**config.mk**
```make
export PLATFORM = sky130hd
export DESIGN_NAME = double_hash_table_top
export DESIGN_NICKNAME = d
export VERILOG_FILES = /design/src/sv/dht_pkg.sv /design/src/sv/dht_datapath.sv /design/src/sv/dht_ctrl.sv /design/src/sv/double_hash_table_top.sv
export SDC_FILE = /design/constraint.sdc
export NUM_CORES = 1
export LEC_CHECK = 0
export BUFFER_PORTS_ARGS = -buffer_cell sky130_fd_sc_hd__clkbuf_2
export CAP_MARGIN = 15
export CORE_MARGIN = 4
export CORE_UTILIZATION = 65
export DETAILED_ROUTE_END_ITERATION = 8
export GPL_TIMING_DRIVEN = 0
export MAX_ROUTING_LAYER = met4
export PLACE_DENSITY = 0.93
export SYNTH_ARGS = -nofsm -noshare
export SYNTH_HDL_FRONTEND = slang
export SYNTH_SLANG_ARGS = --single-unit
```
**constraint.sdc**
```tcl
create_clock -name clk_i -period 12.1 [get_ports clk_i]
set_clock_uncertainty 0.1 [all_clocks]
set_input_delay 0.605 -clock clk_i [delete_from_list [all_inputs] [get_ports clk_i]]
set_output_delay 0.605 -clock clk_i [all_outputs]
set_load 0.01 [all_outputs]
```
**src/sv/dht_pkg.sv**
```systemverilog
// ----------------------------------------------------------------------------
// Double hash table package
// Codes, fixed widths and controller/datapath interface types.
// ----------------------------------------------------------------------------
package dht_pkg;

  typedef enum logic [1:0] {
    CmdInsert = 2'd0,
    CmdSearch = 2'd1,
    CmdDelete = 2'd2,
    CmdNop    = 2'd3
  } cmd_e;

  typedef enum logic [2:0] {
    ResInserted = 3'd0,
    ResFound    = 3'd1,
    ResMissing  = 3'd2,
    ResDeleted  = 3'd3,
    ResFull     = 3'd4
  } res_e;

  typedef enum logic [1:0] {
    SlotEmpty = 2'd0,
    SlotUsed  = 2'd1,
    SlotGone  = 2'd2
  } slot_e;

  localparam int unsigned KeyW        = 15;
  localparam int unsigned StatusW     = 3;
  localparam int unsigned SlotW       = 4;
  localparam int unsigned OccW        = 4;
  localparam int unsigned HomeMod     = 11;
  localparam int unsigned HomeBias    = 7;
  localparam int unsigned BiasW       = 16;
  localparam int unsigned SqW         = 32;
  localparam int unsigned RevW        = 17;
  localparam int unsigned DivTenMul   = 52429;
  localparam int unsigned DivTenShift = 19;
  localparam int unsigned DigitW      = 4;
  localparam int unsigned RedW        = 32;
  localparam int unsigned NibW        = 4;
  localparam int unsigned HomeNibbles = 8;
  localparam int unsigned StepNibbles = 5;

  typedef struct packed {
    logic load;
    logic sq_en;
    logic red_load_home;
    logic red_load_step;
    logic red_run;
    logic red_slots;
    logic probe_prime;
    logic probe_run;
    logic wr_ins;
    logic wr_del;
    logic res_set;
    res_e res_code;
    logic res_hit;
    logic out_load;
  } dp_cmd_t;

  typedef struct packed {
    cmd_e cmd;
    logic full;
    logic rd_empty;
    logic rd_used;
    logic key_match;
    logic last_probe;
    logic out_free;
  } dp_sts_t;

endpackage

```
**src/sv/dht_datapath.sv**
```systemverilog
// ----------------------------------------------------------------------------
// Double hash table datapath
// Hash units, shared modulo reducer, slot store, probe address and output word.
// ----------------------------------------------------------------------------
module dht_datapath #(
  parameter int unsigned TABLE_SLOTS = 11
) (
  input  logic                   clk_i,
  input  logic                   rst_ni,
  input  logic [1:0]             command_i,
  input  logic [14:0]            key_i,
  input  dht_pkg::dp_cmd_t       cmd_i,
  output dht_pkg::dp_sts_t       sts_o,
  input  logic                   out_ready_i,
  output logic                   out_valid_o,
  output logic [2:0]             status_o,
  output logic [3:0]             slot_o,
  output logic [3:0]             occupancy_o
);
  import dht_pkg::*;

  localparam int unsigned SW = $clog2(TABLE_SLOTS);
  localparam int unsigned CW = $clog2(TABLE_SLOTS + 1);
  localparam int unsigned RW = SW + 1;

  cmd_e               cmd_q;
  logic [KeyW-1:0]    key_q;

  // digit reversal
  logic [KeyW-1:0]    dig_k_q;
  logic [RevW-1:0]    rev_q;
  logic [31:0]        dig_prod;
  logic [KeyW-1:0]    dig_quo;
  logic [KeyW-1:0]    quo_x10;
  logic [DigitW-1:0]  dig_rem;
  logic [RevW-1:0]    rev_next;

  // home hash
  logic [BiasW-1:0]   key_bias;
  logic [SqW-1:0]     sq_q;
  logic [RedW-1:0]    home_sum;

  // modulo reducer
  logic [RedW-1:0]    sh_q;
  logic [RW-1:0]      red_q;
  logic [RW-1:0]      red_mod;
  logic [RW-1:0]      red_acc;
  logic [RW-1:0]      red_try;
  logic [RW-1:0]      red_next;

  // probing
  logic [SW-1:0]      step_q;
  logic [SW-1:0]      pos_q;
  logic [SW-1:0]      pidx_q;
  logic [SW-1:0]      rd_pos_q;
  logic [SW-1:0]      step_use;
  logic [SW:0]        pos_sum;
  logic [SW-1:0]      pos_adv;
  logic               rd_en;

  // slot store
  logic [KeyW-1:0]    key_mem [TABLE_SLOTS];
  slot_e              stat_q  [TABLE_SLOTS];
  logic [KeyW-1:0]    key_rd_q;
  slot_e              stat_rd_q;
  logic [CW-1:0]      count_q;

  // result and output word
  res_e               res_status_q;
  logic [SW-1:0]      res_slot_q;
  logic               out_valid_q;
  logic [StatusW-1:0] status_q;
  logic [SlotW-1:0]   slot_q;
  logic [OccW-1:0]    occ_q;

  always_ff @(posedge clk_i) begin
    if (cmd_i.load) begin
      cmd_q <= cmd_e'(command_i);
      key_q <= key_i;
    end
  end

  // One decimal digit per cycle; the loop stops by itself when the rest is zero.
  assign dig_prod = 32'(dig_k_q) * 32'(DivTenMul);
  assign dig_quo  = KeyW'(dig_prod >> DivTenShift);
  assign quo_x10  = KeyW'({dig_quo, 3'b000} + {2'b00, dig_quo, 1'b0});
  assign dig_rem  = DigitW'(dig_k_q - quo_x10);
  assign rev_next = RevW'({rev_q, 3'b000} + {2'b00, rev_q, 1'b0} + (RevW + 3)'(dig_rem));

  always_ff @(posedge clk_i) begin
    if (cmd_i.load) begin
      dig_k_q <= key_i;
      rev_q   <= '0;
    end else if (dig_k_q != '0) begin
      dig_k_q <= dig_quo;
      rev_q   <= rev_next;
    end
  end

  assign key_bias = BiasW'(key_q) + BiasW'(HomeBias);
  assign home_sum = RedW'(sq_q >> 4) + RedW'(key_q);

  always_ff @(posedge clk_i) begin
    if (cmd_i.sq_en) begin
      sq_q <= SqW'(key_bias) * SqW'(key_bias);
    end
  end

  // Remainder by restoring steps, one nibble per cycle from the top.
  always_comb begin
    red_mod = cmd_i.red_slots ? RW'(TABLE_SLOTS) : RW'(HomeMod);
    red_acc = red_q;
    red_try = red_q;
    for (int j = 0; j < NibW; j++) begin
      red_try = {red_acc[RW-2:0], sh_q[RedW-1-j]};
      if (red_try >= red_mod) begin
        red_try = red_try - red_mod;
      end
      red_acc = red_try;
    end
    red_next = red_acc;
  end

  always_ff @(posedge clk_i) begin
    if (cmd_i.red_load_home) begin
      sh_q  <= home_sum;
      red_q <= '0;
    end else if (cmd_i.red_load_step) begin
      sh_q  <= RedW'(rev_q) << (RedW - StepNibbles * NibW);
      red_q <= '0;
    end else if (cmd_i.red_run) begin
      sh_q  <= sh_q << NibW;
      red_q <= red_next;
    end
  end

  // The reducer holds the step on the prime cycle, the step register after.
  assign step_use = cmd_i.probe_prime ? red_q[SW-1:0] : step_q;
  assign pos_sum  = (SW + 1)'(pos_q) + (SW + 1)'(step_use);
  assign pos_adv  = (pos_sum >= (SW + 1)'(TABLE_SLOTS)) ?
                    SW'(pos_sum - (SW + 1)'(TABLE_SLOTS)) : SW'(pos_sum);
  assign rd_en    = cmd_i.probe_prime | cmd_i.probe_run;

  always_ff @(posedge clk_i) begin
    if (cmd_i.red_load_step) begin
      pos_q <= red_q[SW-1:0];
    end else if (rd_en) begin
      pos_q <= pos_adv;
    end
    if (cmd_i.probe_prime) begin
      step_q <= red_q[SW-1:0];
      pidx_q <= '0;
    end else if (cmd_i.probe_run) begin
      pidx_q <= pidx_q + SW'(1);
    end
    if (rd_en) begin
      rd_pos_q  <= pos_q;
      stat_rd_q <= stat_q[pos_q];
    end
  end

  always_ff @(posedge clk_i) begin
    if (cmd_i.wr_ins) begin
      key_mem[rd_pos_q] <= key_q;
    end
    if (rd_en) begin
      key_rd_q <= key_mem[pos_q];
    end
  end

  always_ff @(posedge clk_i or negedge rst_ni) begin
    if (!rst_ni) begin
      for (int i = 0; i < TABLE_SLOTS; i++) begin
        stat_q[i] <= SlotEmpty;
      end
      count_q <= '0;
    end else if (cmd_i.wr_ins) begin
      stat_q[rd_pos_q] <= SlotUsed;
      count_q          <= count_q + CW'(1);
    end else if (cmd_i.wr_del) begin
      stat_q[rd_pos_q] <= SlotGone;
      count_q          <= count_q - CW'(1);
    end
  end

  always_ff @(posedge clk_i) begin
    if (cmd_i.res_set) begin
      res_status_q <= cmd_i.res_code;
      res_slot_q   <= cmd_i.res_hit ? rd_pos_q : '0;
    end
  end

  always_ff @(posedge clk_i or negedge rst_ni) begin
    if (!rst_ni) begin
      out_valid_q <= 1'b0;
    end else if (cmd_i.out_load) begin
      out_valid_q <= 1'b1;
    end else if (out_ready_i) begin
      out_valid_q <= 1'b0;
    end
  end

  always_ff @(posedge clk_i) begin
    if (cmd_i.out_load) begin
      status_q <= StatusW'(res_status_q);
      slot_q   <= res_slot_q[SlotW-1:0];
      occ_q    <= count_q[OccW-1:0];
    end
  end

  always_comb begin
    sts_o.cmd        = cmd_q;
    sts_o.full       = (count_q == CW'(TABLE_SLOTS));
    sts_o.rd_empty   = (stat_rd_q == SlotEmpty);
    sts_o.rd_used    = (stat_rd_q == SlotUsed);
    sts_o.key_match  = (key_rd_q == key_q);
    sts_o.last_probe = (pidx_q == SW'(TABLE_SLOTS - 1));
    sts_o.out_free   = ~out_valid_q | out_ready_i;
  end

  assign out_valid_o = out_valid_q;
  assign status_o    = status_q;
  assign slot_o      = slot_q;
  assign occupancy_o = occ_q;

endmodule

```
**src/sv/dht_ctrl.sv**
```systemverilog
// ----------------------------------------------------------------------------
// Double hash table controller
// Sequences hashing, probing and the result handoff for one word at a time.
// ----------------------------------------------------------------------------
module dht_ctrl (
  input  logic             clk_i,
  input  logic             rst_ni,
  input  logic             in_valid_i,
  output logic             in_ready_o,
  input  dht_pkg::dp_sts_t sts_i,
  output dht_pkg::dp_cmd_t cmd_o
);
  import dht_pkg::*;

  localparam int unsigned NW = $clog2(HomeNibbles);

  localparam logic [3:0] S_IDLE  = 4'd0;
  localparam logic [3:0] S_START = 4'd1;
  localparam logic [3:0] S_HLOAD = 4'd2;
  localparam logic [3:0] S_HRED  = 4'd3;
  localparam logic [3:0] S_SLOAD = 4'd4;
  localparam logic [3:0] S_SRED  = 4'd5;
  localparam logic [3:0] S_PRIME = 4'd6;
  localparam logic [3:0] S_PROBE = 4'd7;
  localparam logic [3:0] S_FIN   = 4'd8;

  logic [3:0]    state_q, state_d;
  logic [NW-1:0] cnt_q, cnt_d;

  always_ff @(posedge clk_i or negedge rst_ni) begin
    if (!rst_ni) begin
      state_q <= S_IDLE;
      cnt_q   <= '0;
    end else begin
      state_q <= state_d;
      cnt_q   <= cnt_d;
    end
  end

  always_comb begin
    state_d    = state_q;
    cnt_d      = cnt_q;
    cmd_o      = '0;
    in_ready_o = (state_q == S_IDLE);
    unique case (state_q)
      S_IDLE: begin
        if (in_valid_i) begin
          cmd_o.load = 1'b1;
          state_d    = S_START;
        end
      end
      S_START: begin
        if (sts_i.cmd == CmdNop) begin
          cmd_o.res_set  = 1'b1;
          cmd_o.res_code = ResMissing;
          state_d        = S_FIN;
        end else if (sts_i.cmd == CmdInsert && sts_i.full) begin
          cmd_o.res_set  = 1'b1;
          cmd_o.res_code = ResFull;
          state_d        = S_FIN;
        end else begin
          cmd_o.sq_en = 1'b1;
          state_d     = S_HLOAD;
        end
      end
      S_HLOAD: begin
        cmd_o.red_load_home = 1'b1;
        cnt_d               = '0;
        state_d             = S_HRED;
      end
      S_HRED: begin
        cmd_o.red_run = 1'b1;
        cnt_d         = cnt_q + NW'(1);
        if (cnt_q == NW'(HomeNibbles - 1)) begin
          state_d = S_SLOAD;
        end
      end
      S_SLOAD: begin
        cmd_o.red_load_step = 1'b1;
        cnt_d               = '0;
        state_d             = S_SRED;
      end
      S_SRED: begin
        cmd_o.red_run   = 1'b1;
        cmd_o.red_slots = 1'b1;
        cnt_d           = cnt_q + NW'(1);
        if (cnt_q == NW'(StepNibbles - 1)) begin
          state_d = S_PRIME;
        end
      end
      S_PRIME: begin
        cmd_o.probe_prime = 1'b1;
        state_d           = S_PROBE;
      end
      S_PROBE: begin
        // check the slot read last cycle while the next one is fetched
        cmd_o.probe_run = 1'b1;
        if (sts_i.cmd == CmdInsert) begin
          if (!sts_i.rd_used) begin
            cmd_o.wr_ins   = 1'b1;
            cmd_o.res_set  = 1'b1;
            cmd_o.res_code = ResInserted;
            cmd_o.res_hit  = 1'b1;
            state_d        = S_FIN;
          end else if (sts_i.last_probe) begin
            cmd_o.res_set  = 1'b1;
            cmd_o.res_code = ResFull;
            state_d        = S_FIN;
          end
        end else begin
          if (sts_i.rd_empty) begin
            cmd_o.res_set  = 1'b1;
            cmd_o.res_code = ResMissing;
            state_d        = S_FIN;
          end else if (sts_i.rd_used && sts_i.key_match) begin
            cmd_o.res_set = 1'b1;
            cmd_o.res_hit = 1'b1;
            if (sts_i.cmd == CmdDelete) begin
              cmd_o.wr_del   = 1'b1;
              cmd_o.res_code = ResDeleted;
            end else begin
              cmd_o.res_code = ResFound;
            end
            state_d = S_FIN;
          end else if (sts_i.last_probe) begin
            cmd_o.res_set  = 1'b1;
            cmd_o.res_code = ResMissing;
            state_d        = S_FIN;
          end
        end
      end
      S_FIN: begin
        // hold until the output register can take the word
        if (sts_i.out_free) begin
          cmd_o.out_load = 1'b1;
          state_d        = S_IDLE;
        end
      end
      default: begin
        state_d = S_IDLE;
      end
    endcase
  end

endmodule

```
**src/sv/double_hash_table_top.sv**
```systemverilog
// ----------------------------------------------------------------------------
// Double hash table top level
// Sequence: home and step hash reductions, then P = 1..TABLE_SLOTS slot
//   probes (one per cycle); no-op and full-table inserts go straight to the result.
// Throughput: one word at a time, set by the nibble-serial modulo reducer
//   and the probe loop; next input accepted in the same cycle as output valid.
// Reset: asynchronous, marks every slot empty and clears the live count.
// ----------------------------------------------------------------------------
module double_hash_table_top #(
  parameter int unsigned TABLE_SLOTS = 11
) (
  input  logic        clk_i,
  input  logic        rst_ni,
  input  logic        in_valid_i,
  output logic        in_ready_o,
  input  logic [1:0]  command_i,
  input  logic [14:0] key_i,
  output logic        out_valid_o,
  input  logic        out_ready_i,
  output logic [2:0]  status_o,
  output logic [3:0]  slot_o,
  output logic [3:0]  occupancy_o
);
  import dht_pkg::*;

  dp_cmd_t dp_cmd;
  dp_sts_t dp_sts;

  dht_ctrl u_ctrl (
    .clk_i      (clk_i),
    .rst_ni     (rst_ni),
    .in_valid_i (in_valid_i),
    .in_ready_o (in_ready_o),
    .sts_i      (dp_sts),
    .cmd_o      (dp_cmd)
  );

  dht_datapath #(
    .TABLE_SLOTS (TABLE_SLOTS)
  ) u_datapath (
    .clk_i       (clk_i),
    .rst_ni      (rst_ni),
    .command_i   (command_i),
    .key_i       (key_i),
    .cmd_i       (dp_cmd),
    .sts_o       (dp_sts),
    .out_ready_i (out_ready_i),
    .out_valid_o (out_valid_o),
    .status_o    (status_o),
    .slot_o      (slot_o),
    .occupancy_o (occupancy_o)
  );

endmodule

```
* Word-level counts from Yosys, hierarchy flattened *
Memory sizes are Yosys's and may differ from the RTL's. A register that Yosys moved wholly into a read port is not among the register bits.
Cells that the tools add are included.
Widths: inputs -> output; s select.

storage, ports and cells
  bits in writable memories = 165
  bits in registers = 187
  memories kept = 1
  logic and storage cells = 177
  output and inout bits = 13
  input bits = 21

cells by class
  bitwise logic cells = 11
  $add $sub $neg = 16
  muxes and demuxes = 70
  multipliers = 2
  order comparisons = 8
  reductions and logical operators = 17
  equal/unequal tests = 20

memory list
  name                depth  width  read ports  clocked after Yosys merged registers in  write ports  RTL line            RTL
  u_datapath.key_mem  11     15     1           1                                        1            dht_datapath.sv:62  logic [KeyW-1:0] key_mem [TABLE_SLOTS];

operators with widths
  kind                    count
  $mux 4                  28
  $mux 32                 3
  $mux 22                 2
  $pmux 4 s9              1
  $mul 16x16->32          1
  $mul 15x16->31 const B  1
  $mux 15                 2
  $add 28x15->29          1
  $ge 5x4->1 const B      5
  $mux 1                  24
  $and 11x11->11          2
  $not 11->11             2
  $or 11x11->11           2
  $sub 4x4->4 const B     5
  $add 17x17->17          1
  $add 17x4->17           1
  $add 15x3->16 const B   1
  $eq 4x3->1 const B      4
  $eq 15x15->1            1
  $reduce_bool 15->1      1
  $eq 4x4->1 const B      3
  $ge 5x5->1 const B      2
  $not 4->5               2
  $reduce_bool 2->1       5
  other kinds (29)        44

* Depth between registers and ports, before layout *
  word-level depth = 9
  mapped depth = 37

* By module *
From an unflattened synthesis, not the netlist that was laid out.

second synthesis, totals
  cell total of the unflattened synthesis = 2,398
  area, all modules = 27,497.6 µm²

by module, submodules not included
  module        cells each  area an instance (µm²)  times used  sequential area each (µm²)
  dht_datapath  2,314       26,753.2                1           10,264.8
  dht_ctrl      84          744.5                   1           175.2

* Least setup slack after synthesis *
No wires, ideal clock.

  path type = register -> register
  start = register u_datapath.key_q[0]
  end = register u_datapath.sq_q[30], data pin
  library setup time = 258 ps
  stages on the path, launching flop included = 29
  required time = 11,742 ps
  setup slack = 3,653 ps
  path buffers = 1
  data arrival time = 8,089 ps
  cell sequence = edfxtp_1 -> clkbuf_1 -> inv_1 -> ha_1 -> nor2b_1 -> nand2b_1 -> xor2_1 -> clkinv_1 -> nand2_1 -> inv_1 -> fa_1 -> fa_1 -> inv_1 -> fa_1 -> fa_1 -> fa_1 -> inv_1 -> fa_1 -> ha_1 -> and3_1 -> and3_1 -> a211oi_1 -> a21boi_0 -> o21ai_0 -> o21ai_0 -> a21oi_1 -> o21a_1 -> a311o_1 -> xor2_1

on the way
  word-level cells in the longest chain between the ends = 2

ends and longest elaborated chain
  item                      RTL line             RTL
  start: declaration        dht_datapath.sv:27   logic [KeyW-1:0] key_q;
  start signal: assignment  dht_datapath.sv:79   key_q <= key_i;
  $add 15x3->16             dht_datapath.sv:100  assign key_bias = BiasW'(key_q) + BiasW'(HomeBias);
  $mul 16x16->32            dht_datapath.sv:105  sq_q <= SqW'(key_bias) * SqW'(key_bias);
  end signal: assignment    dht_datapath.sv:105
  end: declaration          dht_datapath.sv:40   logic [SqW-1:0] sq_q;

No other way between the ends.
A chain may end at the register's enable or synchronous reset.

* Worst setup path in the final report *
Ends and elaborated chain as after synthesis.

==> impl_metrics.yaml <==
synthesis:
  syn_area_per_cell_um2: 11.3
  synth_warnings: 0
  synth-seq-area-share_pct: 38.2
  postSynthRegisterBits: 363
  synth_enable_flop_cells: 300
  netlist.area_leader.share_pct: 33.0
  cells_taking_the_most_area_after_synthesis: "sky130_fd_sc_hd__edfxtp_1, sky130_fd_sc_hd__fa_1, sky130_fd_sc_hd__ha_1, sky130_fd_sc_hd__inv_1, sky130_fd_sc_hd__dfrtp_1"
  post-synth-top-area-cell: "sky130_fd_sc_hd__edfxtp_1"
  post_synth_inst_count: 2416
  mappedNetlistArea_um2: 27300
  async_reset_ff_share_pct: 9.37
  synth-main-ff-cell: "sky130_fd_sc_hd__edfxtp_1"
  yosys.cell_types.count: 88
clock_tree:
  cts_root_buffer: "sky130_fd_sc_hd__clkbuf_16"
  insertion_delay_of_the_later_clocked_pin_in_the_worst_skew_pair_ns: 0.53
  cts_setup_buffers: 0
  clock_pin_slew_on_the_worst_setup_and_hold_paths_ns: 0.06
  postCtsHoldBufs: 0
  max-clock-path-buffers: 3
  clock_tree.htree_level_count: 2
  clock-sinks: 363
  cts_tree: "yes"
  post_cts_resize_count: 0
  cts_buffers: 36
placed_design:
  dp_hpwl_um: 50800
  place_congestion: 0.947
  port-buffer-count: 33
  placed_cells: 3000
sta:
  setup-violations-final: 0
  timing_hold_violations_final: 0
  grt_setup_unrepaired: "no"
  maxClockFrequency_mhz: 90.5
  slew_at_the_pin_closest_to_its_max_slew_limit_ns: 1.30
  pins_over_slew_limit: 0
  relSlewSlack_pct: 12.7
  final.period_utilization_pct: 91.3
  setup_tns_ns: 0
  period_minus_slack_ns: 11.05
layout:
  layout.nets: 3034
  multi_input_area_um2: 15400
  fin_cells: 3070
  final_cell_mix: "sky130_fd_sc_hd__inv_1, sky130_fd_sc_hd__edfxtp_1, sky130_fd_sc_hd__ha_1"
  sequential_cell_area_um2: 10400
  final_util_pct: 71.8
  area_growth_from_synthesis_to_layout_pct: 8.30
  antenna_cells_inserted: 0
  nFillCells: 2426
  layout.cells.most_common: "sky130_fd_sc_hd__inv_1"
  share_of_post_route_cells_with_drive_strength_above_1_pct: 8.12
routing:
  drc: 0
  wire_per_inst_um: 23.3
  postRouteAntennaNets: 0
  drt_iter0_drc: 2681
  detail_route.wirelength_um: 71600
  via_count: 20100
  drt_first_pass_iters: 8
  vias_per_cell: 6.53
critical_path:
  cpMaxStageDelayCell: "sky130_fd_sc_hd__xor2_1"
  largest_stage_delay_on_the_critical_path_ns: 0.97
  crit_path_end: "u_datapath.sq_q[30]"
  crit_start: "u_datapath.key_q[0]"
  worst_r2r_path_depth: 28
  ff2ff_setup_slack_ns: 1.05
  worst_path_most_repeated_cell: "sky130_fd_sc_hd__fa_1"
  critical_path_start_end_classification: "flop to flop"
  cp-start-kind: "flop"
  crit-reg2reg-capture: "u_datapath.sq_q[30]"
  arrival_ns: 11.21
  worstPathMaxFanout: 18
  worst_setup_path_end_kind: "flop"
  reg2reg_from: "u_datapath.key_q[0]"
  worstPathRequired_ns: 12.27
die:
  initial_core_utilization_pct: 66.3
  die_footprint_um2: 45400
  dieHeight_um: 213
  dieWidth_um: 213
  core_area_um2: 41200
  rows: 74
  ios: 34
grt:
  first_pass_grt_wire_length_um: 113000
  initial_antenna_violation_count: 0
  grt_max_degree: 35
  grt.total_usage_pct: 32.9
  overflow_left_after_global_routing: 0
  grt_pass1_vias: 21200
job:
  drv_cap: 0
min_path:
  timing.hold.worst.class: "primary input to async pin"
status:
  outcome: "finished clean"
metal layers:
layer	global-route usage, %	vias to the layer above	share of wire [%]
li1	-	8462	-
met2	54.3	1578	49
met3	6.01	488	10
met4	20.4	0	7.9
met1	37.5	9528	33
met5	-	-	0
state kept, by name, indices dropped and copies added (netlist names), 4 cells and up, named ones only:
signal,cells
u_datapath.pidx_q,4
u_datapath.count_q,4
u_datapath.sh_q,32
u_datapath.red_q,4
u_datapath.rev_q,17
u_datapath.occupancy_o,4
u_datapath.key_mem,165
u_datapath.res_slot_q,4
u_ctrl.state_q,4
u_datapath.dig_k_q,15
u_datapath.step_q,4
u_datapath.sq_q,28
u_datapath.rd_pos_q,4
u_datapath.slot_o,4
u_datapath.key_q,15
u_datapath.pos_q,4
u_datapath.key_rd_q,15
worst min path at each step:
stage,from,to,cells after the start
CTS,rst_ni,async pin,1
detailed placement,u_datapath.res_status_q[0],u_datapath.status_o[0],0
global route,rst_ni,async pin,1
floorplan,rst_ni,async pin,0
global placement,u_datapath.res_slot_q[3],u_datapath.slot_o[3],0
finish,rst_ni,async pin,1
worst max-delay path: cells and delay by family, from the launching register on:
family                     cells  cell delay [ns]
AOI/OAI and AO/OA              7             2.13
xor gates and xnor gates       2             1.11
buffers and inverters          6             1.60
and+or+nand+nor                5             1.16
DFF                            1             0.89
adders and majority gates      8             3.78
layout make-up:
type                       count  share of cell area [%]
buffer                        59                   0.943
timing repair buffer          49                    1.21
inverter                     342                    4.34
clock inverter                12                   0.520
tap                          532                    2.25
multi-input combinational   1660                    52.0
clock buffer                  53                    3.43
sequential                   363                    35.3
through the flow:
| stage | hold WS, ns | instance area, um2 | setup WS (ns) |
|---|---|---|---|
| 3_5_place_dp | 0.305 | 28400 | 1.24 |
| 2_1_floorplan | 0.209 | 27400 | 3.65 |
| 5_1_grt | 0.153 | 29600 | 0.693 |
| 4_1_cts | 0.124 | 29500 | 1.25 |
| 6_report | 0.110 | 29600 | 1.05 |
| 3_3_place_gp | 0.303 | 28200 | 1.54 |
logic make-up (layout without fill, tap and decap cells):
family	after synthesis	in the layout	synth area share [%]
adders and majority gates	502	502	29.1
buffers and inverters	401	515	5.71
and+or+nand+nor	592	592	10.0
xor gates and xnor gates	131	131	4.20
other	2	10	0.0275
DFF	363	363	38.2
AOI/OAI and AO/OA	347	347	8.26
muxes	78	78	4.46
cells in the mapped netlist (all sizes together), types with 15 or more instances:
master,count
xnor2,90
nand2,222
nor3,30
edfxtp,300
xor2,41
ha,279
a211oi,15
dfrtp,34
a21o,47
clkbuf,44
or2,19
nor2b,23
mux4,34
mux2i,38
a21oi,102
inv,336
buf,15
nor2,168
o21ai,85
nand3,25
dfxtp,29
and3,27
fa,223
Power is not shown: default switching activity piles up to over one toggle a cycle in this logic, so the estimate is an artifact.
